### config.mk
export PLATFORM = sky130hd
export DESIGN_NAME = ckc_queue
export DESIGN_NICKNAME = d
export VERILOG_FILES = /design/src/hw/rtl/ckc_queue.sv
export SDC_FILE = /design/constraint.sdc
export NUM_CORES = 1
export LEC_CHECK = 0
export ABC_AREA = 0
export BUFFER_PORTS_ARGS = -buffer_cell sky130_fd_sc_hd__buf_2
export CAP_MARGIN = 20
export CORE_MARGIN = 5
export CORE_UTILIZATION = 40
export DETAILED_ROUTE_END_ITERATION = 6
export PLACE_DENSITY = 0.63
export SYNTH_ARGS = -nofsm -noshare
export SYNTH_HDL_FRONTEND = slang
export SYNTH_SLANG_ARGS = --single-unit
export TNS_END_PERCENT = 50
### constraint.sdc
create_clock -name clk_i -period 2.47 [get_ports clk_i]
set_input_delay 0.494 -clock clk_i [delete_from_list [all_inputs] [get_ports clk_i]]
set_output_delay 0.494 -clock clk_i [all_outputs]
set_load 0.05 [all_outputs]
### src/hw/rtl/ckc_queue.sv
// Two-entry queue between classifier and accumulator.
module ckc_queue #(
  parameter int unsigned Width = 26
) (
  input  logic             clk_i,
  input  logic             rst_ni,
  input  logic             valid_i,
  output logic             stall_o,
  input  logic [Width-1:0] data_i,
  output logic             valid_o,
  input  logic             stall_i,
  output logic [Width-1:0] data_o
);
  logic [Width-1:0] mem_q [2];
  logic             wp_q, rp_q;
  logic [1:0]       cnt_q;
  logic             push, pop;

  assign stall_o = (cnt_q == 2'd2);
  assign valid_o = (cnt_q != 2'd0);
  assign data_o  = mem_q[rp_q];
  assign push    = valid_i && !stall_o;
  assign pop     = valid_o && !stall_i;

  always_ff @(posedge clk_i or negedge rst_ni) begin
    if (!rst_ni) begin
      wp_q  <= 1'b0;
      rp_q  <= 1'b0;
      cnt_q <= '0;
    end else begin
      if (push) wp_q <= ~wp_q;
      if (pop) rp_q <= ~rp_q;
      cnt_q <= cnt_q + {1'b0, push} - {1'b0, pop};
    end
  end

  always_ff @(posedge clk_i) begin
    if (push) mem_q[wp_q] <= data_i;
  end
endmodule

==> impl_metrics.yaml <==
die:
  die_area_um2: 7040
  die_h_um: 83.9
  coreArea_um2: 5410
  initial_utilization_pct: 40.4
  row_count: 27
  ioPinCount: 58
  die_width_um: 83.9
routing:
  viasPerCell: 4.52
  ant_nets: 0
  dr_total_vias: 1076
  routed_wl_mm: 3.62
  drc: 0
  firstDrtPassIters: 3
  avgRoutedWirePerCell_um: 15.2
  drtIter0Drc: 48
clock_network:
  cts_tree: "done"
  cts.path.max_buffers: 2
  clk_latency_ns: 0.29
  htreeDepth: 2
  root_buffer: "clkbuf_8"
  cts.sinks: 56
  post-cts-setup-buffer-count: 0
  clkTransAtPathRegs_ns: 0.09
  cts_buffers: 5
placement:
  portBuffers: 57
  gp_routability_congestion: 0.680
  dp.cells: 230
  dpl-instance-area_um2: 2560
  post-dp-hpwl_mm: 2.66
synthesis:
  synthesis.nets: 131
  syn_area_um2: 2180
  yosysSeqAreaShare_pct: 76.1
  synthDistinctLibCells: 16
  ys_warn_count: 0
  synthCells: 99
  synth_area_leaders: "edfxtp_1 (71%), mux2_4 (13%), dfrtp_1 (4.6%), mux2_2 (3.6%), buf_12 (1.8%)"
  avgSynthCellArea_um2: 22.1
  ys_ff_latch: 56
  synth_area_leader_cell: "edfxtp_1"
  synth_top_cell_area_share_pct: 71.5
grt:
  grt_max_degree: 19
  globalRouteMet3Util_pct: 4.24
  grt_pass1_vias: 1189
  grt_use_met2_pct: 18.8
  top_usage_layer: "met2"
  antenna_found_initial: 0
  grt.overflow.total: 0
  groute.layer.met1.usage_pct: 12.5
  grt_pass1_wl_mm: 5.91
  grtUsageTotal_pct: 10.8
critical_path:
  path_max_fanout: 18
  r2r-end: "cnt_q[1]"
  critPathArrivalTime_ns: 1.54
  timing.rr.start: "cnt_q[1]"
  cp-start-kind: "flop"
  required_ns: 1.98
  crit_type: "flop to output port"
  rrSetupSlack_ns: 0.76
  cp-end-kind: "output port"
  reg2reg_depth: 7
min_path:
  hp-class: "input pin to flop"
  worst_hold_path.num_cells: 1
  hold_path_end: "mem_q[0][21]"
  hold_start: "data_i[21]"
sta:
  setup_tns_ns: 0
  skew_ns: 0.00528
  slew_viol_final: 0
  hold-worst-slack_ns: 0.382
  hold_violations: 0
  fin_crit_ns: 2.03
  rsz0062_at_grt: "false"
  fin_crit_sh_pct: 82.2
  max_slew_margin_pct: 69.3
  fmax_ghz: 0.493
  setup_viol: 0
  tightest_slew_ns: 0.461
job:
  max_cap_viol_count: 0
power_and_ir_drop:
  power_leakage_nw: 1.10
  pwr_density_cell_nw_per_um2: 1390
  p_total_mw: 3.75
  ir_drop_mv: 0.704
final_layout:
  final_cells: 238
  finalNetCount: 198
  syn_to_final_growth_pct: 23.6
  drive_gt1_share_pct: 58.4
  diodes: 0
  finalInstanceArea_um2: 2700
  fillers: 473
status:
  status: "finished, final reports clean"
-- synth_stat cells --
cell       n
edfxtp_1  52
mux2_4    19
mux2_2     7
dfrtp_1    4
xnor2_1    3
buf_12     2
ha_1       2
inv_1      2
and3_1     1
buf_6      1
nand2_1    1
nand2b_1   1
nor2_1     1
nor2b_4    1
or2_1      1
xor2_1     1
-- metal layers --
layer | part of all wire, % | routed length, um
met1 | 41 | 1490
met2 | 51 | 1850
met3 | 7.3 | 264
met4 | 0.39 | 14
met5 | 0 | 0
-- how the worst max path moves through the flow --
| stage | startpoint | end | slack (ns) | cells past startpoint |
|---|---|---|---|---|
| CTS | rp_q | data_o[0] | 0.42 | 3 |
| finish | rp_q | data_o[2] | 0.44 | 3 |
| global route | rp_q | data_o[1] | 0.34 | 3 |
| global placement | rp_q | data_o[0] | 0.78 | 3 |
| detailed placement | rp_q | data_o[25] | 0.75 | 3 |
| floorplan | cnt_q[1] | mem_q[0][0] | 0.37 | 3 |
-- critical path: stages, from the launching register on --
cell     delay (ns)
dfrtp_1        0.35
buf_4          0.30
mux2_2         0.37
buf_2          0.21
-- final cells by class --
| class | count | area (um2) | area share (%) |
|---|---|---|---|
| Timing Repair Buffer | 63 | 345 | 12.8 |
| Clock buffer | 5 | 68.8 | 2.55 |
| Inverter | 2 | 7.51 | 0.278 |
| Tap cell | 72 | 90.1 | 3.34 |
| Sequential cell | 56 | 1660 | 61.5 |
| Multi-Input combinational cell | 38 | 467 | 17.3 |
| Clock inverter | 2 | 60.1 | 2.22 |
-- power by group --
| part | switching (mW) | total [mW] | internal [mW] | leakage (nW) |
|---|---|---|---|---|
| clock | 0.259 | 0.657 | 0.399 | 0.0642 |
| sequential | 0.0689 | 1.37 | 1.30 | 0.530 |
| combinational | 1.16 | 1.72 | 0.567 | 0.504 |
-- flip-flops by register name, summed over array words and instances, names as in the netlist --
register and flops:
mem_q 52, cnt_q 2, wp_q 1, rp_q 1
-- cell usage in the layout, fill, tap and decap left out, types with 2 or more instances in the layout --
cell type,instances
mux2_4,19
dfrtp_1,4
mux2_2,7
edfxtp_1,52
buf_2,57
buf_4,4
xnor2_1,3
clkbuf_8,5
bufinv_16,2
inv_1,2
ha_1,2
-- cells by family (layout without fill, tap and decap cells) --
group | Yosys count | after routing | share of synthesized area (%)
XOR/XNOR | 4 | 4 | 1.60
multiplexers | 26 | 26 | 16.7
buffers and inverters | 5 | 72 | 2.69
flip-flops | 56 | 56 | 76.1
adder cells (fa/ha/maj) | 2 | 2 | 1.15
AND/OR/NAND/NOR | 6 | 6 | 1.83
-- timing repair --
item	CTS	global route
endpoints found under the hold margin	4	0
hold buffers	1	0
gates resized for setup	0	0
-- per-stage QoR --
stage	util, %	worst slack (ns)
after floorplan	-	0.366
after global placement	47.4	0.778
after detailed placement	47.4	0.754
after CTS	50.0	0.419
after global routing	50.0	0.340
final	50.0	0.440
Power figures use the tool's default switching activity.
