<file path="config.mk">
export PLATFORM = sky130hd
export DESIGN_NAME = ckc_front
export DESIGN_NICKNAME = d
export VERILOG_FILES = /design/src/hw/rtl/ckc_pkg.sv /design/src/hw/rtl/ckc_front.sv
export SDC_FILE = /design/constraint.sdc
export NUM_CORES = 2
export LEC_CHECK = 0
export BUFFER_PORTS_ARGS = -buffer_cell sky130_fd_sc_hd__clkbuf_2
export CAP_MARGIN = 30
export CORE_ASPECT_RATIO = 0.7
export CORE_MARGIN = 5
export CORE_UTILIZATION = 55
export DETAILED_ROUTE_END_ITERATION = 6
export PLACE_DENSITY_LB_ADDON = 0.25
export SLEW_MARGIN = 40
export SYNTH_ARGS = -nofsm -noshare
export SYNTH_HDL_FRONTEND = slang
export SYNTH_SLANG_ARGS = --single-unit
export TNS_END_PERCENT = 30
</file>
<file path="constraint.sdc">
create_clock -name clk_i -period 15.3 [get_ports clk_i]
set_input_delay 0 -clock clk_i [delete_from_list [all_inputs] [get_ports clk_i]]
set_output_delay 0 -clock clk_i [all_outputs]
set_load 0.02 [all_outputs]
</file>
<file path="src/hw/rtl/ckc_pkg.sv">
package ckc_pkg;

  localparam int unsigned CoordBitsDef = 12;
  localparam int unsigned FracBitsDef  = 12;
  localparam int unsigned SumBits      = 36;
  localparam int unsigned CntBits      = 25;
  localparam int unsigned CfgIdxBits   = 3;
  localparam int unsigned CfgDataBits  = 13;

  // register indexes
  localparam logic [CfgIdxBits-1:0] RegTol   = 3'd0;
  localparam logic [CfgIdxBits-1:0] RegRefB  = 3'd1;
  localparam logic [CfgIdxBits-1:0] RegRefG  = 3'd2;
  localparam logic [CfgIdxBits-1:0] RegRefR  = 3'd3;
  localparam logic [CfgIdxBits-1:0] RegWidth = 3'd4;

  localparam logic [11:0] TolReset   = 12'd819;
  localparam logic [12:0] RefBReset  = 13'd1198;
  localparam logic [12:0] RefGReset  = 13'd1615;
  localparam logic [12:0] RefRReset  = 13'd3568;
  localparam logic [12:0] WidthReset = 13'd640;

  typedef struct packed {
    logic [7:0] pix_blue;
    logic [7:0] pix_green;
    logic [7:0] pix_red;
    logic       end_of_frame;
  } pix_in_t;

  typedef struct packed {
    logic [7:0]  out_blue;
    logic [7:0]  out_green;
    logic [7:0]  out_red;
    logic        pixel_matched;
    logic        frame_done;
    logic [15:0] centroid_col;
    logic [15:0] centroid_row;
    logic [24:0] match_count;
    logic        no_match;
  } res_out_t;

  typedef enum logic [1:0] {
    BkIdle,
    BkWork,
    BkDiv,
    BkOut
  } bk_state_e;

endpackage

</file>
<file path="src/hw/rtl/ckc_front.sv">
// Front: takes a pixel, computes Q.4 norm (bit-serial root), then per-channel
// quotients (shared restoring divider), then the colour match flag.
module ckc_front #(
  parameter int unsigned FracBits = ckc_pkg::FracBitsDef
) (
  input  logic                clk_i,
  input  logic                rst_ni,
  input  logic                valid_i,
  output logic                stall_o,
  input  ckc_pkg::pix_in_t    data_i,
  input  logic [11:0]         tol_i,
  input  logic [12:0]         ref_b_i,
  input  logic [12:0]         ref_g_i,
  input  logic [12:0]         ref_r_i,
  output logic                valid_o,
  input  logic                stall_i,
  output ckc_pkg::pix_in_t    data_o,
  output logic                hit_o
);
  import ckc_pkg::*;

  localparam int unsigned NumBits = FracBits + 12;   // dividend width
  localparam int unsigned StepBits = $clog2(NumBits + 1);
  localparam int unsigned DenBits = 14;

  typedef enum logic [2:0] {FIdle, FSqrt, FDiv, FDist, FDone} f_state_e;

  f_state_e            st_q, st_d;
  pix_in_t             pix_q;
  logic [25:0]         rem_q, rem_d;
  logic [12:0]         root_q, root_d;
  logic [4:0]          sqi_q, sqi_d;
  logic [1:0]          ch_q, ch_d;
  logic [StepBits-1:0] dvi_q, dvi_d;
  logic [NumBits-1:0]  quo_q, quo_d;
  logic [DenBits:0]    drem_q, drem_d;
  logic [NumBits-1:0]  nb_q, ng_q, nr_q;
  logic [DenBits-1:0]  den;
  logic [NumBits-1:0]  dividend;
  logic [7:0]          chv;
  logic [16:0]         s_blue, s_green, s_red;
  logic [17:0]         sq_sum;
  logic [25:0]         sq_in;
  logic [27:0]         trial;
  logic [DenBits:0]    dshift;
  logic [NumBits:0]    db, dg, dr;
  logic [2*NumBits+3:0] dist_sum;
  logic                hit_q;

  assign s_blue  = {9'd0, pix_q.pix_blue} * {9'd0, pix_q.pix_blue};
  assign s_green = {9'd0, pix_q.pix_green} * {9'd0, pix_q.pix_green};
  assign s_red   = {9'd0, pix_q.pix_red} * {9'd0, pix_q.pix_red};
  // sum of squares needs 18 bits for a full-scale white pixel
  assign sq_sum  = {1'b0, s_blue} + {1'b0, s_green} + {1'b0, s_red};
  assign sq_in   = {sq_sum, 8'd0};
  assign den     = {1'b0, root_q} + 14'd16;

  always_comb begin
    case (ch_q)
      2'd0:    chv = pix_q.pix_blue;
      2'd1:    chv = pix_q.pix_green;
      default: chv = pix_q.pix_red;
    endcase
  end
  assign dividend = {chv, {(FracBits + 4){1'b0}}};

  // square-root step: root grows one bit per cycle, MSB first
  always_comb begin
    trial = {rem_q[25:0], 2'b00} | 28'd0;
    trial = {2'b00, rem_q} - ({14'd0, root_q, 1'b0} | 28'd0);
  end

  always_comb begin
    st_d   = st_q;
    rem_d  = rem_q;
    root_d = root_q;
    sqi_d  = sqi_q;
    ch_d   = ch_q;
    dvi_d  = dvi_q;
    quo_d  = quo_q;
    drem_d = drem_q;
    dshift = '0;
    case (st_q)
      FIdle: begin
        if (valid_i) begin
          st_d   = FSqrt;
          rem_d  = '0;
          root_d = '0;
          sqi_d  = 5'd12;
        end
      end
      FSqrt: begin
        root_d = root_q;
        st_d   = FSqrt;
        if (sqi_q == 5'd0) begin
          st_d  = FDiv;
          ch_d  = 2'd0;
          dvi_d = StepBits'(NumBits);
          drem_d = '0;
          quo_d = '0;
        end else begin
          sqi_d = sqi_q - 5'd1;
        end
      end
      FDiv: begin
        dshift = {drem_q[DenBits-1:0], dividend[dvi_q - StepBits'(1)]};
        if (dshift >= {1'b0, den}) begin
          drem_d = dshift - {1'b0, den};
          quo_d  = {quo_q[NumBits-2:0], 1'b1};
        end else begin
          drem_d = dshift;
          quo_d  = {quo_q[NumBits-2:0], 1'b0};
        end
        dvi_d = dvi_q - StepBits'(1);
        if (dvi_q == StepBits'(1)) begin
          drem_d = '0;
          dvi_d  = StepBits'(NumBits);
          if (ch_q == 2'd2) st_d = FDist;
          else ch_d = ch_q + 2'd1;
        end
      end
      FDist: st_d = FDone;
      FDone: if (!stall_i) st_d = FIdle;
      default: st_d = FIdle;
    endcase
  end

  // square root done as a separate restoring bit loop (13 result bits)
  logic [25:0] sq_rem_q, sq_rem_d;
  logic [12:0] sq_root_q, sq_root_d;
  logic [27:0] sq_try;
  logic [27:0] sq_cur;
  always_comb begin
    sq_cur = {sq_rem_q, sq_in[2*sqi_q[3:0] +: 2]};
    sq_try = {13'd0, sq_root_q, 2'b01};
    sq_rem_d  = sq_rem_q;
    sq_root_d = sq_root_q;
    if (st_q == FIdle) begin
      sq_rem_d  = '0;
      sq_root_d = '0;
    end else if (st_q == FSqrt) begin
      if (sq_cur >= sq_try) begin
        sq_rem_d  = 26'(sq_cur - sq_try);
        sq_root_d = {sq_root_q[11:0], 1'b1};
      end else begin
        sq_rem_d  = sq_cur[25:0];
        sq_root_d = {sq_root_q[11:0], 1'b0};
      end
    end
  end

  // distance
  assign db = ({1'b0, nb_q} >= (NumBits+1)'(ref_b_i)) ? {1'b0, nb_q} - (NumBits+1)'(ref_b_i)
            : (NumBits+1)'(ref_b_i) - {1'b0, nb_q};
  assign dg = ({1'b0, ng_q} >= (NumBits+1)'(ref_g_i)) ? {1'b0, ng_q} - (NumBits+1)'(ref_g_i)
            : (NumBits+1)'(ref_g_i) - {1'b0, ng_q};
  assign dr = ({1'b0, nr_q} >= (NumBits+1)'(ref_r_i)) ? {1'b0, nr_q} - (NumBits+1)'(ref_r_i)
            : (NumBits+1)'(ref_r_i) - {1'b0, nr_q};
  assign dist_sum = (2*NumBits+4)'(db * db) + (2*NumBits+4)'(dg * dg)
                  + (2*NumBits+4)'(dr * dr);

  always_ff @(posedge clk_i or negedge rst_ni) begin
    if (!rst_ni) begin
      st_q      <= FIdle;
      sqi_q     <= '0;
      ch_q      <= '0;
      dvi_q     <= '0;
      sq_rem_q  <= '0;
      sq_root_q <= '0;
    end else begin
      st_q      <= st_d;
      sqi_q     <= sqi_d;
      ch_q      <= ch_d;
      dvi_q     <= dvi_d;
      sq_rem_q  <= sq_rem_d;
      sq_root_q <= sq_root_d;
    end
  end

  always_ff @(posedge clk_i) begin
    if (st_q == FIdle && valid_i) pix_q <= data_i;
    rem_q  <= rem_d;
    quo_q  <= quo_d;
    drem_q <= drem_d;
    if (st_q == FSqrt && sqi_q == 5'd0) root_q <= sq_root_d;
    else root_q <= root_d;
    if (st_q == FDiv && dvi_q == StepBits'(1)) begin
      case (ch_q)
        2'd0:    nb_q <= quo_d;
        2'd1:    ng_q <= quo_d;
        default: nr_q <= quo_d;
      endcase
    end
    if (st_q == FDist) hit_q <= dist_sum < (2*NumBits+4)'({12'd0, tol_i} * {12'd0, tol_i});
  end

  assign stall_o = (st_q != FIdle);
  assign valid_o = (st_q == FDone);
  assign data_o  = pix_q;
  assign hit_o   = hit_q;

  logic unused;
  assign unused = ^{trial, rem_q};
endmodule

</file>
==> out/qor.txt <==
status -> finished, violations left
failing checks -> design-rule violations
sequential area share after synthesis -> 7.10%
placed cell count -> 10400
final setup violation count -> 0
Avg WL per Cell -> 22.3 um
largest cells by area after synthesis -> fa_1, ha_1, inv_1
Via Count -> 57400
largest net degree at the start of global routing -> 55
Peak Freq -> 0.0683 GHz
RSZ-0062 raised after global routing -> false
final weighted congestion in routability-driven placement -> 1.03
number of synthesized flops with an enable pin -> 125
Initial DRT Pass Iterations -> 7
Worst Hold Class -> primary input to asynchronous set/reset pin
Worst Path Max Fanout -> 14
Critical Path RT -> 15740 ps
Fin. Hold Viols -> 0
final core occ -> 58.2%
r2r startpoint -> nr_q[1]
longest individual stage delay on the worst path -> 710 ps
layout cells sized above 1 -> 5.44%
DIE AREA -> 151000 sq um
count leader, synth -> inv_1
drt drc -> 17
setup slack, reg-to-reg -> 660 ps
Worst Path Arrival -> 15080 ps
CTS max path bufs -> 3
worst skew pair latency -> 570 ps
Detailed Place HPWL -> 206000 um
area grow syn2layout -> 5.38%
fin crit period -> 14640 ps
row count -> 116
Die Wd -> 462 um
Yosys Warn Count -> 0
Worst R2R End -> hit_o
Worst path slowest cell -> xnor2_2
total congestion overflow -> 0
DRT antenna net count -> 0
layout filler cell count -> 12700
Slew Limit Fails -> 0
Overall Global Routing Usage -> 32.0%
chip height -> 327 um
CP Class -> flop to flop
Setup crit start -> nr_q[1]
CTS Root Cell -> clkbuf_16
Synth Net Count -> 11200
setup_tns -> 0 ps
Seq cells post-synth -> 203
Post-Syn Instances -> 8514
core area -> 143000 sq um
critical path depth -> 54
nets -> 11300
Iter 0 DRT Violations -> 4508
Clock Skews -> 36.7 ps
IO Pins -> 108
slew of the pin with the lowest slew margin -> 933 ps
Non-Filler Instances -> 10500
share of flip-flops with an asynchronous set or reset -> 26.6%
vias in the first global route -> 62500
CP Launch Type -> flop
Netlist cell types -> 110
crit-path most repeated cell -> fa_1
most area-hungry cell type in the Yosys netlist -> fa_1
syn avg cell area -> 9.25 sq um
final WL -> 234000 um
number of cells on the worst reg-to-reg path -> 54
Syn Std Cell Area -> 78700 sq um
Initial Util -> 55.2%
number of I/O port buffers -> 107
Synth top cells by count -> inv_1, fa_1, ha_1
Max Cap Viol -> 0
first-pass GRT wire length -> 366000 um
antenna violations before repair -> 7
vias per inst -> 5.48
Inserted Clock Buffers -> 25
Synth top area share -> 46.2%
CTS tree -> built
CP top delay family -> adder cells
clk slew on worst S/H paths -> 80 ps
Bufs and invs on worst path -> 8
period utilization -> 95.7%
max_slew headroom -> 37.5%
H-tree levels -> 1
Post-synth top flop -> edfxtp_1
clk sinks -> 203
CP Capture Type -> flop
## placed cells by master, fill, tap and decap left out, types with 96 or more instances in the layout
master | synthesis | routed
a21oi_1 | 196 | 194
and2_1 | 120 | 120
buf_4 | 9 | 159
clkbuf_2 | 0 | 107
edfxtp_1 | 125 | 125
fa_1 | 1817 | 1817
ha_1 | 827 | 827
inv_1 | 2415 | 2414
nand2_1 | 693 | 690
nand3_1 | 103 | 103
nor2_1 | 757 | 755
o21ai_0 | 128 | 126
xnor2_1 | 104 | 96
## per-layer routing
metal / part of all wire [%] / vias up / GRT usage, % / routed length, um
met2: 44 / 2270 / 48.3 / 102000
met1: 43 / 29400 / 46.2 / 99400
li1: - / 25300 / - / -
met5: 0.0047 / - / 0 / 11
met3: 10 / 377 / 8.08 / 24400
met4: 3.5 / 2 / 9.18 / 8080
## logic make-up after synthesis
kind of cell | Yosys count | synth area share [%]
buffers and inverters | 2716 | 13.2
adders and majority gates | 2644 | 59.4
and+or+nand+nor | 1990 | 11.1
AOI/OAI and AO/OA | 697 | 5.94
DFF | 203 | 7.10
xor gates and xnor gates | 202 | 2.46
muxes | 61 | 0.846
other | 1 | 0.00476
## through the flow
step	hold WS [ps]	setup WS (ps)	instance area [sq um]
floorplan	-296	2670	78700
global placement	177	1110	81700
detailed placement	179	918	81800
CTS	113	917	82900
global route	132	35.0	82900
finish	111	656	83000
## cell type report
class,count,area [sq um],area share [%]
clock buffers,27,633,0.763
inverters,2443,9170,11.1
clock inverters,19,208,0.250
repair buffers,294,2010,2.42
well taps,1888,2360,2.85
diodes,4,10.0,0.0121
multi-input cells,5595,63000,75.9
flip-flops and latches,203,5590,6.73
## worst max-delay path by stage
stage	slack [ps]	to
final	660	hit_o
after global routing	30	hit_o
after global placement	1110	hit_o
after floorplan	2670	hit_o
after CTS	920	hit_o
after detailed placement	920	hit_o
## registers in the layout, indices dropped and copies added, names as in the netlist, 5 cells and up
signal	count
sq_rem_q	26
data_o	25
nb_q	24
ng_q	24
nr_q	24
quo_q	24
drem_q	14
root_q	13
sq_root_q	13
dvi_q	5
sqi_q	5
## tightest hold or removal path: stages
cell	delay, ps
dlygate4sd3_1	520
clkbuf_2	90
buf_4	560
## what timing repair did
item                       in CTS  in global routing
hold buffers                   28                  0
hold endpoints to repair       82                  0
setup endpoints to repair       0                  1
gates resized for setup         0                  1
buffers inserted                0                  4
Power is left out: the tool's default activity adds up to more than one toggle a clock period on the data nets, which glitch-free logic cannot reach.
