$ cat config.mk
export PLATFORM = sky130hd
export DESIGN_NAME = ckc_back
export DESIGN_NICKNAME = d
export VERILOG_FILES = /design/src/hw/rtl/ckc_pkg.sv /design/src/hw/rtl/ckc_back.sv
export SDC_FILE = /design/constraint.sdc
export NUM_CORES = 1
export LEC_CHECK = 0
export ABC_AREA = 0
export ABC_CLOCK_PERIOD_IN_PS = 6900
export BUFFER_PORTS_ARGS = -buffer_cell sky130_fd_sc_hd__buf_2
export CORE_MARGIN = 2
export CORE_UTILIZATION = 25
export CTS_CLUSTER_SIZE = 16
export DETAILED_ROUTE_END_ITERATION = 10
export PLACE_DENSITY = 0.52
export SETUP_SLACK_MARGIN = 0.15
export SKIP_CTS_REPAIR_TIMING = 1
export SLEW_MARGIN = 20
export SYNTH_ARGS = -nofsm -noshare
export SYNTH_HDL_FRONTEND = slang
export SYNTH_SLANG_ARGS = --single-unit
$ cat constraint.sdc
create_clock -name clk_i -period 6.9 [get_ports clk_i]
set_input_delay 1.035 -clock clk_i [delete_from_list [all_inputs] [get_ports clk_i]]
set_output_delay 1.035 -clock clk_i [all_outputs]
set_load 0.05 [all_outputs]
$ cat src/hw/rtl/ckc_pkg.sv
package ckc_pkg;

  localparam int unsigned CoordBitsDef = 12;
  localparam int unsigned FracBitsDef  = 12;
  localparam int unsigned SumBits      = 36;
  localparam int unsigned CntBits      = 25;
  localparam int unsigned CfgIdxBits   = 3;
  localparam int unsigned CfgDataBits  = 13;

  // register indexes
  localparam logic [CfgIdxBits-1:0] RegTol   = 3'd0;
  localparam logic [CfgIdxBits-1:0] RegRefB  = 3'd1;
  localparam logic [CfgIdxBits-1:0] RegRefG  = 3'd2;
  localparam logic [CfgIdxBits-1:0] RegRefR  = 3'd3;
  localparam logic [CfgIdxBits-1:0] RegWidth = 3'd4;

  localparam logic [11:0] TolReset   = 12'd819;
  localparam logic [12:0] RefBReset  = 13'd1198;
  localparam logic [12:0] RefGReset  = 13'd1615;
  localparam logic [12:0] RefRReset  = 13'd3568;
  localparam logic [12:0] WidthReset = 13'd640;

  typedef struct packed {
    logic [7:0] pix_blue;
    logic [7:0] pix_green;
    logic [7:0] pix_red;
    logic       end_of_frame;
  } pix_in_t;

  typedef struct packed {
    logic [7:0]  out_blue;
    logic [7:0]  out_green;
    logic [7:0]  out_red;
    logic        pixel_matched;
    logic        frame_done;
    logic [15:0] centroid_col;
    logic [15:0] centroid_row;
    logic [24:0] match_count;
    logic        no_match;
  } res_out_t;

  typedef enum logic [1:0] {
    BkIdle,
    BkWork,
    BkDiv,
    BkOut
  } bk_state_e;

endpackage

$ cat src/hw/rtl/ckc_back.sv
// Back: position counters, sums, and at frame end the centroid divides.
module ckc_back #(
  parameter int unsigned CoordBits = ckc_pkg::CoordBitsDef
) (
  input  logic               clk_i,
  input  logic               rst_ni,
  input  logic               valid_i,
  output logic               stall_o,
  input  ckc_pkg::pix_in_t   pix_i,
  input  logic               hit_i,
  input  logic [12:0]        width_i,
  output logic               valid_o,
  input  logic               stall_i,
  output ckc_pkg::res_out_t  data_o
);
  import ckc_pkg::*;

  localparam int unsigned NumBits = SumBits + 4;
  localparam int unsigned StepBits = $clog2(NumBits + 1);

  bk_state_e st_q, st_d;
  logic [CoordBits-1:0] col_q, row_q;
  logic [SumBits-1:0]   scol_q, srow_q;
  logic [CntBits-1:0]   cnt_q, cnt_n;
  logic [SumBits-1:0]   scol_n, srow_n;
  res_out_t             res_q;
  logic                 sel_q;
  logic [StepBits-1:0]  dvi_q;
  logic [NumBits-1:0]   quo_q, dvd;
  logic [CntBits:0]     drem_q, dsh;
  logic [SumBits-1:0]   fs_col_q, fs_row_q;
  logic [CntBits-1:0]   fcnt_q;
  logic                 take, last_col;
  logic [15:0]          sat;

  function automatic logic [15:0] quo_sat(logic [NumBits-1:0] q, logic b);
    logic [NumBits-1:0] f;
    f = {q[NumBits-2:0], b};
    return (|f[NumBits-1:16]) ? 16'hFFFF : f[15:0];
  endfunction

  assign take   = (st_q == BkIdle) && valid_i;
  assign stall_o = (st_q != BkIdle);
  assign cnt_n  = cnt_q + CntBits'(hit_i);
  assign scol_n = hit_i ? scol_q + SumBits'(col_q) : scol_q;
  assign srow_n = hit_i ? srow_q + SumBits'(row_q) : srow_q;
  assign last_col = ({1'b0, 13'(col_q)} + 14'd1 >= {1'b0, width_i}) || (&col_q);
  assign dvd = {(sel_q ? fs_row_q : fs_col_q), 4'd0};
  assign dsh = {drem_q[CntBits-1:0], dvd[dvi_q - StepBits'(1)]};
  assign sat = (|quo_q[NumBits-1:16]) ? 16'hFFFF : quo_q[15:0];

  always_comb begin
    st_d = st_q;
    case (st_q)
      BkIdle: if (take) st_d = (pix_i.end_of_frame && cnt_n != '0) ? BkDiv : BkOut;
      BkDiv:  if (dvi_q == StepBits'(1) && sel_q) st_d = BkOut;
      BkOut:  if (!stall_i) st_d = BkIdle;
      default: st_d = BkIdle;
    endcase
  end

  always_ff @(posedge clk_i or negedge rst_ni) begin
    if (!rst_ni) begin
      st_q <= BkIdle;
      col_q <= '0; row_q <= '0;
      scol_q <= '0; srow_q <= '0; cnt_q <= '0;
      sel_q <= 1'b0; dvi_q <= '0;
    end else begin
      st_q <= st_d;
      if (take) begin
        sel_q <= 1'b0;
        dvi_q <= StepBits'(NumBits);
        if (pix_i.end_of_frame) begin
          col_q <= '0; row_q <= '0;
          scol_q <= '0; srow_q <= '0; cnt_q <= '0;
        end else begin
          scol_q <= scol_n; srow_q <= srow_n; cnt_q <= cnt_n;
          if (last_col) begin
            col_q <= '0;
            row_q <= row_q + CoordBits'(1);
          end else col_q <= col_q + CoordBits'(1);
        end
      end else if (st_q == BkDiv) begin
        if (dvi_q == StepBits'(1)) begin
          sel_q <= 1'b1;
          dvi_q <= StepBits'(NumBits);
        end else dvi_q <= dvi_q - StepBits'(1);
      end
    end
  end

  always_ff @(posedge clk_i) begin
    if (take) begin
      fs_col_q <= scol_n; fs_row_q <= srow_n; fcnt_q <= cnt_n;
      drem_q <= '0; quo_q <= '0;
      res_q.out_blue      <= hit_i ? 8'd0 : pix_i.pix_blue;
      res_q.out_green     <= hit_i ? 8'd0 : pix_i.pix_green;
      res_q.out_red       <= hit_i ? 8'd255 : pix_i.pix_red;
      res_q.pixel_matched <= hit_i;
      res_q.frame_done    <= pix_i.end_of_frame;
      res_q.centroid_col  <= '0;
      res_q.centroid_row  <= '0;
      res_q.match_count   <= pix_i.end_of_frame ? cnt_n : '0;
      res_q.no_match      <= pix_i.end_of_frame && cnt_n == '0;
    end else if (st_q == BkDiv) begin
      // remainder restarts for the second divide after the last step
      if (dvi_q == StepBits'(1)) drem_q <= '0;
      else if (dsh >= {1'b0, fcnt_q}) drem_q <= dsh - {1'b0, fcnt_q};
      else drem_q <= dsh;
      quo_q <= {quo_q[NumBits-2:0], dsh >= {1'b0, fcnt_q}};
    end else if (st_q == BkOut) begin
    end
    if (st_q == BkDiv && dvi_q == StepBits'(1)) begin
      if (sel_q) res_q.centroid_row <= quo_sat(quo_q, dsh >= {1'b0, fcnt_q});
      else res_q.centroid_col <= quo_sat(quo_q, dsh >= {1'b0, fcnt_q});
    end
  end

  assign valid_o = (st_q == BkOut);
  assign data_o  = res_q;

  logic unused;
  assign unused = ^sat;
endmodule

==> results.yml, run 1 <==
routing:
  drt-wirelength-per-cell_um: 16.1
  drcViolationCount: 0
  first_iter_violations: 1051
  num_vias: 14487
  vias_per_cell: 4.69
  wl_um: 49800
  ant_nets: 0
  dr.pass1.iters: 8
critical_path:
  arrival_ns: 5.94
  cp_max_fo: 20
  crit_family: "compound AO/OA/AOI/OAI gates"
  crit_type: "reg -> reg"
  crit_buf_inv: 2
  cp_slowest_cell: "xor2_1"
  cp-start-kind: "register"
  reg2reg_depth: 18
  rrSetupSlack_ns: 1.40
  worst_path_largest_cell_delay_ns: 0.64
  worstPathCellList: "buf_4, inv_1, ha_1, xor2_1, mux4_2, nor2b_1, a211oi_1, o31a_1, ha_1, fa_1, nor2b_1, o31a_1, o31ai_1, nand4_1, a21oi_1, nor2_2, nand2_1, o221ai_1"
  r2r-end: "drem_q[16]$_SDFFE_PP0P_"
  required_ns: 7.34
  worst_setup_path_end_kind: "register"
  r2r_start: "dvi_q[0]$_DFFE_PN0P_"
finish:
  finalNonFillerCells: 3087
  area_growth_pct: 17.0
  drive_gt1_frac: 0.141
  fin_area_um2: 22800
  nets: 2124
yosys:
  synth.most_common_cell: "nand2_1"
  ys.flop_type: "edfxtp_1"
  synthTopCellsByCount: "nand2_1 (205), o21ai_0 (168), edfxtp_1 (149)"
  syn-num-nets: 2037
  yosys.area.top_type_share: 0.230
  synthCells: 1923
  synth.distinct_cells: 75
  yosysTopAreaCell: "edfxtp_1"
  async_reset_ff_frac: 0.347
  synth-seq-cells: 375
  synth_area_per_cell_um2: 10.1
  netlist_area_um2: 19500
  ys_warn_count: 0
  synthTopCellsByArea: "edfxtp_1 (23%), dfrtp_1 (17%), dfxtp_1 (9.9%), ha_1 (4.4%), o21ai_0 (4.3%)"
  synth_seq_area_share: 0.496
  synth-edff-count: 149
place:
  dp_cells: 3002
  io_buffer_count: 128
  placed_area_um2: 21200
  routabilityCongestion: 0.823
  dp_hpwl_um: 34300
floorplan:
  core_um2: 77200
  die_h_um: 283
  start_util: 0.252
  row_count: 102
  dieArea_um2: 80100
  die_w_um: 283
  io_pins: 129
timing:
  skew_ns: 0.0392
  worst_slew_pin_slew_ns: 1.09
  hold_viol_final: 0
  worst_slew_margin_rel: 0.272
  maxSlewViolCount: 0
  fin_crit_ns: 5.50
  rsz0062_at_grt: "false"
  tns_ns: 0
  finalSetupViolations: 0
  fin_crit_sh: 0.797
  fmax_ghz: 0.182
hold_path:
  holdPathEnd: "data_o[41]$_DFF_P_"
  hp-start: "data_o[41]$_DFF_P_"
  hold_class: "reg -> reg"
  hold_depth: 2
grt:
  grt_max_degree: 90
  antenna_found_initial: 2
  grt_overflow: 0
  grt_pass1_vias: 14321
  grt_use_total: 0.123
  grt_pass1_wl_um: 80300
clock_tree:
  insertion_delay_ns: 0.59
  cts_root_buf: "clkbuf_16"
  cts_buffer_depth: 3
  cts_tree: "done"
  cts_buffers: 45
  h-tree-depth: 2
  clkSlewWorstSetupHoldPaths_ns: 0.06
  cts.sinks: 375
power:
  peakVddDrop_uv: 167
  power_density_nw_per_um2: 344
  p_leak_nw: 9.61
  p_total_mw: 7.83
run:
  cap_violations: 0
status:
  outcome: "complete, no violations"
-- cells by family (layout without fill, tap and decap cells) --
kind of cell               after synthesis  count (layout)  synth area share
other                                    0               1                 0
muxes                                   95              95            0.0603
adders and majority gates               71              71            0.0468
and+or+nand+nor                        649             649             0.161
AOI/OAI and AO/OA                      428             428             0.145
DFF                                    375             375             0.496
xor gates and xnor gates               123             123            0.0553
buffers and inverters                  182             305            0.0356
-- metrics by stage --
step / hold slack, ns / utilization / worst slack, ns
after CTS: 0.475 / 0.295 / 1.30
after global placement: 0.457 / 0.274 / 1.47
final: 0.474 / 0.295 / 1.40
after floorplan: 0.443 / - / 0.514
after detailed placement: 0.461 / 0.274 / 1.33
after global routing: 0.498 / 0.295 / 0.803
-- routing by layer --
metal	up-vias	GRT usage	routed length (µm)
met3	75	0.0200	2040
met2	294	0.202	23600
li1	7109	-	-
met1	7009	0.165	22900
met5	-	0	0
met4	0	0.0383	1260
-- cell type report --
cell class	count	area, µm²
Fill cell	7938	54400
Sequential cell	375	9650
Tap cell	1040	1300
Timing Repair Buffer	145	782
Clock buffer	57	1280
Inverter	77	294
Multi-Input combinational cell	1366	9160
Antenna cell	1	2.50
Clock inverter	26	307
-- worst max path at each step --
stage                         startpoint                       to  cells past startpoint
finish              dvi_q[0]$_DFFE_PN0P_  drem_q[16]$_SDFFE_PP0P_                     18
CTS                 dvi_q[0]$_DFFE_PN0P_  drem_q[16]$_SDFFE_PP0P_                     18
global route        dvi_q[0]$_DFFE_PN0P_  drem_q[19]$_SDFFE_PP0P_                     18
global placement    dvi_q[0]$_DFFE_PN0P_  drem_q[13]$_SDFFE_PP0P_                     18
floorplan                        valid_i    cnt_q[13]$_DFFE_PN0P_                      6
detailed placement  dvi_q[0]$_DFFE_PN0P_  drem_q[16]$_SDFFE_PP0P_                     18
-- report_power, final --
part / switching (mW) / internal, mW / leakage (nW)
clock network: 0.995 / 1.54 / 0.776
registers: 0.230 / 2.68 / 3.90
logic: 1.52 / 0.863 / 4.92
total: 2.74 / 5.08 / 9.61
-- worst reg2reg max path: stages (launching register included) --
cell and delay, ns:
dfrtp_1 0.32, buf_4 0.25, inv_1 0.13, ha_1 0.24
xor2_1 0.64, mux4_2 0.58, nor2b_1 0.14, a211oi_1 0.22
o31a_1 0.22, ha_1 0.21, fa_1 0.22, nor2b_1 0.07
o31a_1 0.27, o31ai_1 0.53, nand4_1 0.23, a21oi_1 0.29
nor2_2 0.22, nand2_1 0.39, o221ai_1 0.20
-- layout by cell type, fill, tap and decap left out, types with 17 or more instances in the layout --
cell type	instances
nor3_1	18
a21o_1	28
mux2i_1	61
nor4_1	17
clkbuf_16	49
nor2_1	132
a22o_1	61
ha_1	68
edfxtp_1	149
nand4_1	24
xor2_1	54
buf_2	127
o21ai_0	168
dfxtp_1	96
mux2_2	18
dfrtp_1	130
nand3_1	103
nand2_1	205
nor2b_1	31
and2_1	25
and3_1	40
inv_1	76
a21oi_1	59
xnor2_1	69
-- state kept, by name (all words and copies together) (netlist names), 6 cells and up --
name,count
fs_col_q,36
scol_q,36
row_q,12
cnt_q,25
fs_row_q,36
drem_q,25
col_q,12
data_o,84
dvi_q,6
quo_q,39
fcnt_q,25
srow_q,36
Power figures use the tool's default switching activity.
==> run 2, diff against run 1 <==
Settings changed: ABC_CLOCK_PERIOD_IN_PS 6900 to 4900, PLACE_DENSITY 0.52 to 0.53.
Clock period 6.9 ns to 4.9 ns, I/O delays scaled along.
==> run 2 against run 1 <==
Against the previous run: global-route usage fell by 0.17 points; combinational power increased by 47%; via count grew 0.97%; critical endpoint is now drem_q[1]$_SDFFE_PP0P_; largest cell class unchanged; highest routed layer unchanged.
==> results.yml, run 2 (same netlist as run 1, synthesis figures left out) <==
routing:
  first_iter_violations: 1201
  ant_nets: 0
  vias_per_cell: 4.73
  drt-wirelength-per-cell_um: 16.0
  dr.pass1.iters: 5
  drcViolationCount: 0
  wl_um: 49400
  num_vias: 14627
grt:
  grt_max_degree: 108
  grt_pass1_wl_um: 80000
  grt_use_total: 0.121
  antenna_found_initial: 2
  grt_pass1_vias: 14406
  grt_overflow: 0
floorplan:
  row_count: 102
  start_util: 0.252
  die_w_um: 283
  die_h_um: 283
  dieArea_um2: 80100
  core_um2: 77200
  io_pins: 129
clock_tree:
  h-tree-depth: 2
  clkSlewWorstSetupHoldPaths_ns: 0.06
  cts.sinks: 375
  cts_tree: "done"
  cts_buffers: 45
  cts_buffer_depth: 3
  insertion_delay_ns: 0.60
  cts_root_buf: "clkbuf_16"
power:
  peakVddDrop_uv: 252
  power_density_nw_per_um2: 484
  p_total_mw: 11.1
  p_leak_nw: 9.65
finish:
  area_growth_pct: 17.6
  drive_gt1_frac: 0.146
  final_cell_mix: "nand2_1 (204), o21ai_0 (168), edfxtp_1 (149)"
  finalNonFillerCells: 3095
  largest_register_ffs: 84
  diodes: 0
  mostFrequentLayoutCell: "nand2_1"
  nets: 2132
place:
  dp_hpwl_um: 33400
  io_buffer_count: 128
  dp_cells: 3006
  routabilityCongestion: 0.825
run:
  cap_violations: 0
timing:
  worst_slew_pin_slew_ns: 0.973
  fin_crit_ns: 4.60
  finalSetupViolations: 0
  rsz0062_at_grt: "false"
  hold_viol_final: 0
  fmax_ghz: 0.217
  skew_ns: 0.0446
  maxSlewViolCount: 0
  worst_slew_margin_rel: 0.349
  fin_crit_sh: 0.939
critical_path:
  cp_slowest_cell: "mux4_2"
  required_ns: 5.37
  worst_path_largest_cell_delay_ns: 0.54
  r2r_start: "sel_q$_DFFE_PN0P_"
  cp-start-kind: "register"
  cp_max_fo: 16
  arrival_ns: 5.07
  crit_type: "reg -> reg"
  worstPathCellList: "buf_12, mux4_2, mux4_2, nor2b_1, a211oi_1, o31a_1, ha_1, fa_1, nor2b_1, o31a_1, o31ai_2, nand4_1, a21oi_2, nor2_4, buf_6, mux2i_1, a22o_1"
  crit_path_start: "sel_q$_DFFE_PN0P_"
  worst_setup_path_end_kind: "register"
status:
  outcome: "complete, no violations"
hold_path:
  hold_class: "in -> async"
==> run 2: path summary, 6_finish.rpt <==
| path | slack (ns) | endpoint | cells past startpoint |
|---|---|---|---|
| worst max-delay path | 0.30 | drem_q[1]$_SDFFE_PP0P_ | 17 |
| worst min-delay path | 0.15 | scol_q[13]$_DFFE_PN0P_ | 1 |
| worst max register to register | 0.30 | drem_q[1]$_SDFFE_PP0P_ | 17 |
| worst min register to register | 0.47 | data_o[56]$_DFF_P_ | 2 |
| max in group asynchronous | 3.66 | cnt_q[1]$_DFFE_PN0P_ | 2 |
| min in group clk_i | 0.40 | data_o[67]$_SDFFCE_PP1P_ | 2 |
==> run 2: power by group <==
group / total [mW] / internal, mW / switching [mW]
combinational: 3.49 / 1.28 / 2.21
clock: 3.51 / 2.10 / 1.41
sequential: 4.08 / 3.77 / 0.307
==> run 2: area by class of cell <==
cell class / count / area [µm²]
Multi-Input combinational cell: 1366 / 9180
Inverter: 77 / 294
Tap cell: 1040 / 1300
Sequential cell: 375 / 9650
Fill cell: 7934 / 54300
Clock buffer: 60 / 1260
Timing Repair Buffer: 153 / 897
Clock inverter: 24 / 300
==> run 2: worst max-delay path, delay by kind of cell, from the launching register on <==
kind | cells | cell delay [ns]
flip-flops | 1 | 0.42
buffers and inverters | 2 | 0.41
AO/OA/AOI/OAI | 6 | 1.52
AND/OR/NAND/NOR | 4 | 0.57
adder cells (fa/ha/maj) | 2 | 0.43
multiplexers | 3 | 1.13
==> run 2: through the flow <==
stage	utilization	TNS [ns]	hold WS, ns	cell area, µm²	worst slack (ns)
floorplan	-	0	0.439	19500	0.209
global placement	0.275	0	0.457	21200	0.127
detailed placement	0.275	-0.136	0.462	21200	-0.0348
CTS	0.295	-0.431	0.148	22800	-0.0883
global route	0.296	0	0.180	22900	0.141
finish	0.296	0	0.150	22900	0.300
==> run 2: metal layers <==
layer	global-route usage	share of wire	vias to the layer above
met1	0.164	0.47	7137
met2	0.202	0.47	316
met5	0	0	-
li1	-	-	7121
met3	0.0202	0.044	53
met4	0.0294	0.014	0
==> run 3, diff against run 2 <==
--- a/config.mk
+++ b/config.mk
@@ -17,3 +17,3 @@
 export SKIP_CTS_REPAIR_TIMING = 1
-export SLEW_MARGIN = 20
+export SLEW_MARGIN = 30
 export SYNTH_ARGS = -nofsm -noshare
==> constraint.sdc (replaced) <==
create_clock -name clk_i -period 4.9 [get_ports clk_i]
set_input_delay 0.98 -clock clk_i [delete_from_list [all_inputs] [get_ports clk_i]]
set_output_delay 0.98 -clock clk_i [all_outputs]
set_load 0.05 [all_outputs]
==> run 3 against run 2 <==
Against the previous run: design area is 0.39% lower; combinational power hardly changed; power is 2.6% lower; wire length down 1.0%; largest power group unchanged; non-clock buffer count up 5; global-route usage down 0.12 points; via count shrank 0.38%; hold slack better by 0.11 ns; cell count about the same; maximum frequency grew 4.3%; first-iteration DRC count down 26%; sequential share of layout area grew 0.16 points.
==> results.yml, run 3 (same netlist as run 1, synthesis figures left out) <==
grt:
  grt_pass1_vias: 13989
  grt_pass1_wl_um: 78700
  grt_max_degree: 160
  grt_use_total: 0.120
  antenna_found_initial: 2
  grt_overflow: 0
routing:
  dr.pass1.iters: 5
  drcViolationCount: 0
  vias_per_cell: 4.71
  first_iter_violations: 894
  drt-wirelength-per-cell_um: 15.8
  num_vias: 14572
  wl_um: 48900
  ant_nets: 0
place:
  io_buffer_count: 128
  dp_hpwl_um: 34000
  routabilityCongestion: 0.865
  dp_slack_ns: 0.149
critical_path:
  crit_path_start: "sel_q$_DFFE_PN0P_"
  r2r_start: "sel_q$_DFFE_PN0P_"
  worst_setup_path_end_kind: "register"
  cp_max_fo: 14
  crit_type: "reg -> reg"
  required_ns: 5.35
  arrival_ns: 4.86
  cp-start-kind: "register"
clock_tree:
  cts_tree: "done"
  clkSlewWorstSetupHoldPaths_ns: 0.06
  cts.sinks: 375
  h-tree-depth: 2
  cts_buffer_depth: 3
  cts_buffers: 43
  insertion_delay_ns: 0.60
  cts_root_buf: "clkbuf_16"
finish:
  mostFrequentLayoutCell: "nand2_1"
  area_growth_pct: 17.1
  nFillCells: 7952
  largest_register_ffs: 84
  nets: 2135
  fin_util: 0.295
  drive_gt1_frac: 0.145
  diodes: 0
  final_cell_mix: "nand2_1 (204), o21ai_0 (168), edfxtp_1 (149)"
power:
  power_density_nw_per_um2: 474
  peakVddDrop_uv: 253
  p_leak_nw: 9.60
floorplan:
  row_count: 102
  dieArea_um2: 80100
  die_w_um: 283
  die_h_um: 283
  start_util: 0.252
  io_pins: 129
  core_um2: 77200
timing:
  worst_slew_margin_rel: 0.365
  tns_ns: 0
  maxSlewViolCount: 0
  fmax_ghz: 0.227
  rsz0062_at_grt: "false"
  timing.hold.ws_ns: 0.258
  setup_ws_ns: 0.492
  fin_crit_ns: 4.41
  finalSetupViolations: 0
  worst_slew_pin_slew_ns: 0.948
  hold_viol_final: 0
  fin_crit_sh: 0.900
  skew_ns: 0.0335
hold_path:
  hold_class: "in -> async"
status:
  outcome: "complete, no violations"
run:
  cap_violations: 0
run 3: metal layers:
metal | wire length (µm) | vias to the layer above | share of wire | GRT usage
met5 | 0 | - | 0 | 0
li1 | - | 7147 | - | -
met4 | 972 | 0 | 0.020 | 0.0294
met2 | 23100 | 270 | 0.47 | 0.198
met1 | 23000 | 7082 | 0.47 | 0.163
met3 | 1850 | 73 | 0.038 | 0.0206
run 3: path summary, 6_finish.rpt:
path / to / slack (ns) / depth (start not counted)
worst max-delay path: drem_q[14]$_SDFFE_PP0P_ / 0.49 / 17
worst min-delay path: scol_q[15]$_DFFE_PN0P_ / 0.26 / 1
worst max register to register: drem_q[14]$_SDFFE_PP0P_ / 0.49 / 17
worst min register to register: data_o[51]$_DFF_P_ / 0.47 / 2
max in group asynchronous: cnt_q[7]$_DFFE_PN0P_ / 3.56 / 3
min in group clk_i: data_o[51]$_DFF_P_ / 0.47 / 2
run 3: worst max-delay path: stages, from the launching register on:
cell	delay [ns]
dfrtp_2	0.39
buf_12	0.16
mux4_2	0.52
mux4_2	0.46
nor2b_1	0.14
a211oi_1	0.23
o31a_1	0.24
ha_1	0.21
fa_1	0.22
nor2b_1	0.07
o31a_1	0.29
o31ai_4	0.27
nand4_1	0.18
a21oi_2	0.27
nor2_4	0.14
buf_8	0.22
mux2i_1	0.15
o21ai_0	0.10
run 3: cell type report:
cell class,instances,area (µm²),area share
clock buffer,55,1140,0.0501
clock inverter,25,259,0.0114
inverter,77,294,0.0129
multi-input combinational,1366,9190,0.403
sequential,375,9650,0.423
tap,1040,1300,0.0571
timing repair buffer,158,962,0.0422
run 3: power breakdown:
part	internal, mW	switching [mW]	total [mW]	leakage, nW
registers	3.77	0.312	4.08	3.90
logic	1.29	2.20	3.49	5.01
clock network	1.83	1.39	3.23	0.686
total	6.89	3.90	10.8	9.60
run 3: stage by stage:
stage / total power, mW / instances / area, µm²
final: 10.8 / 3096 / 22800
after global routing: 11.5 / 3096 / 22800
after CTS: 10.9 / 3091 / 22700
after detailed placement: 7.59 / 3011 / 21300
after global placement: 7.50 / 3009 / 21300
after floorplan: 6.67 / 1923 / 19500
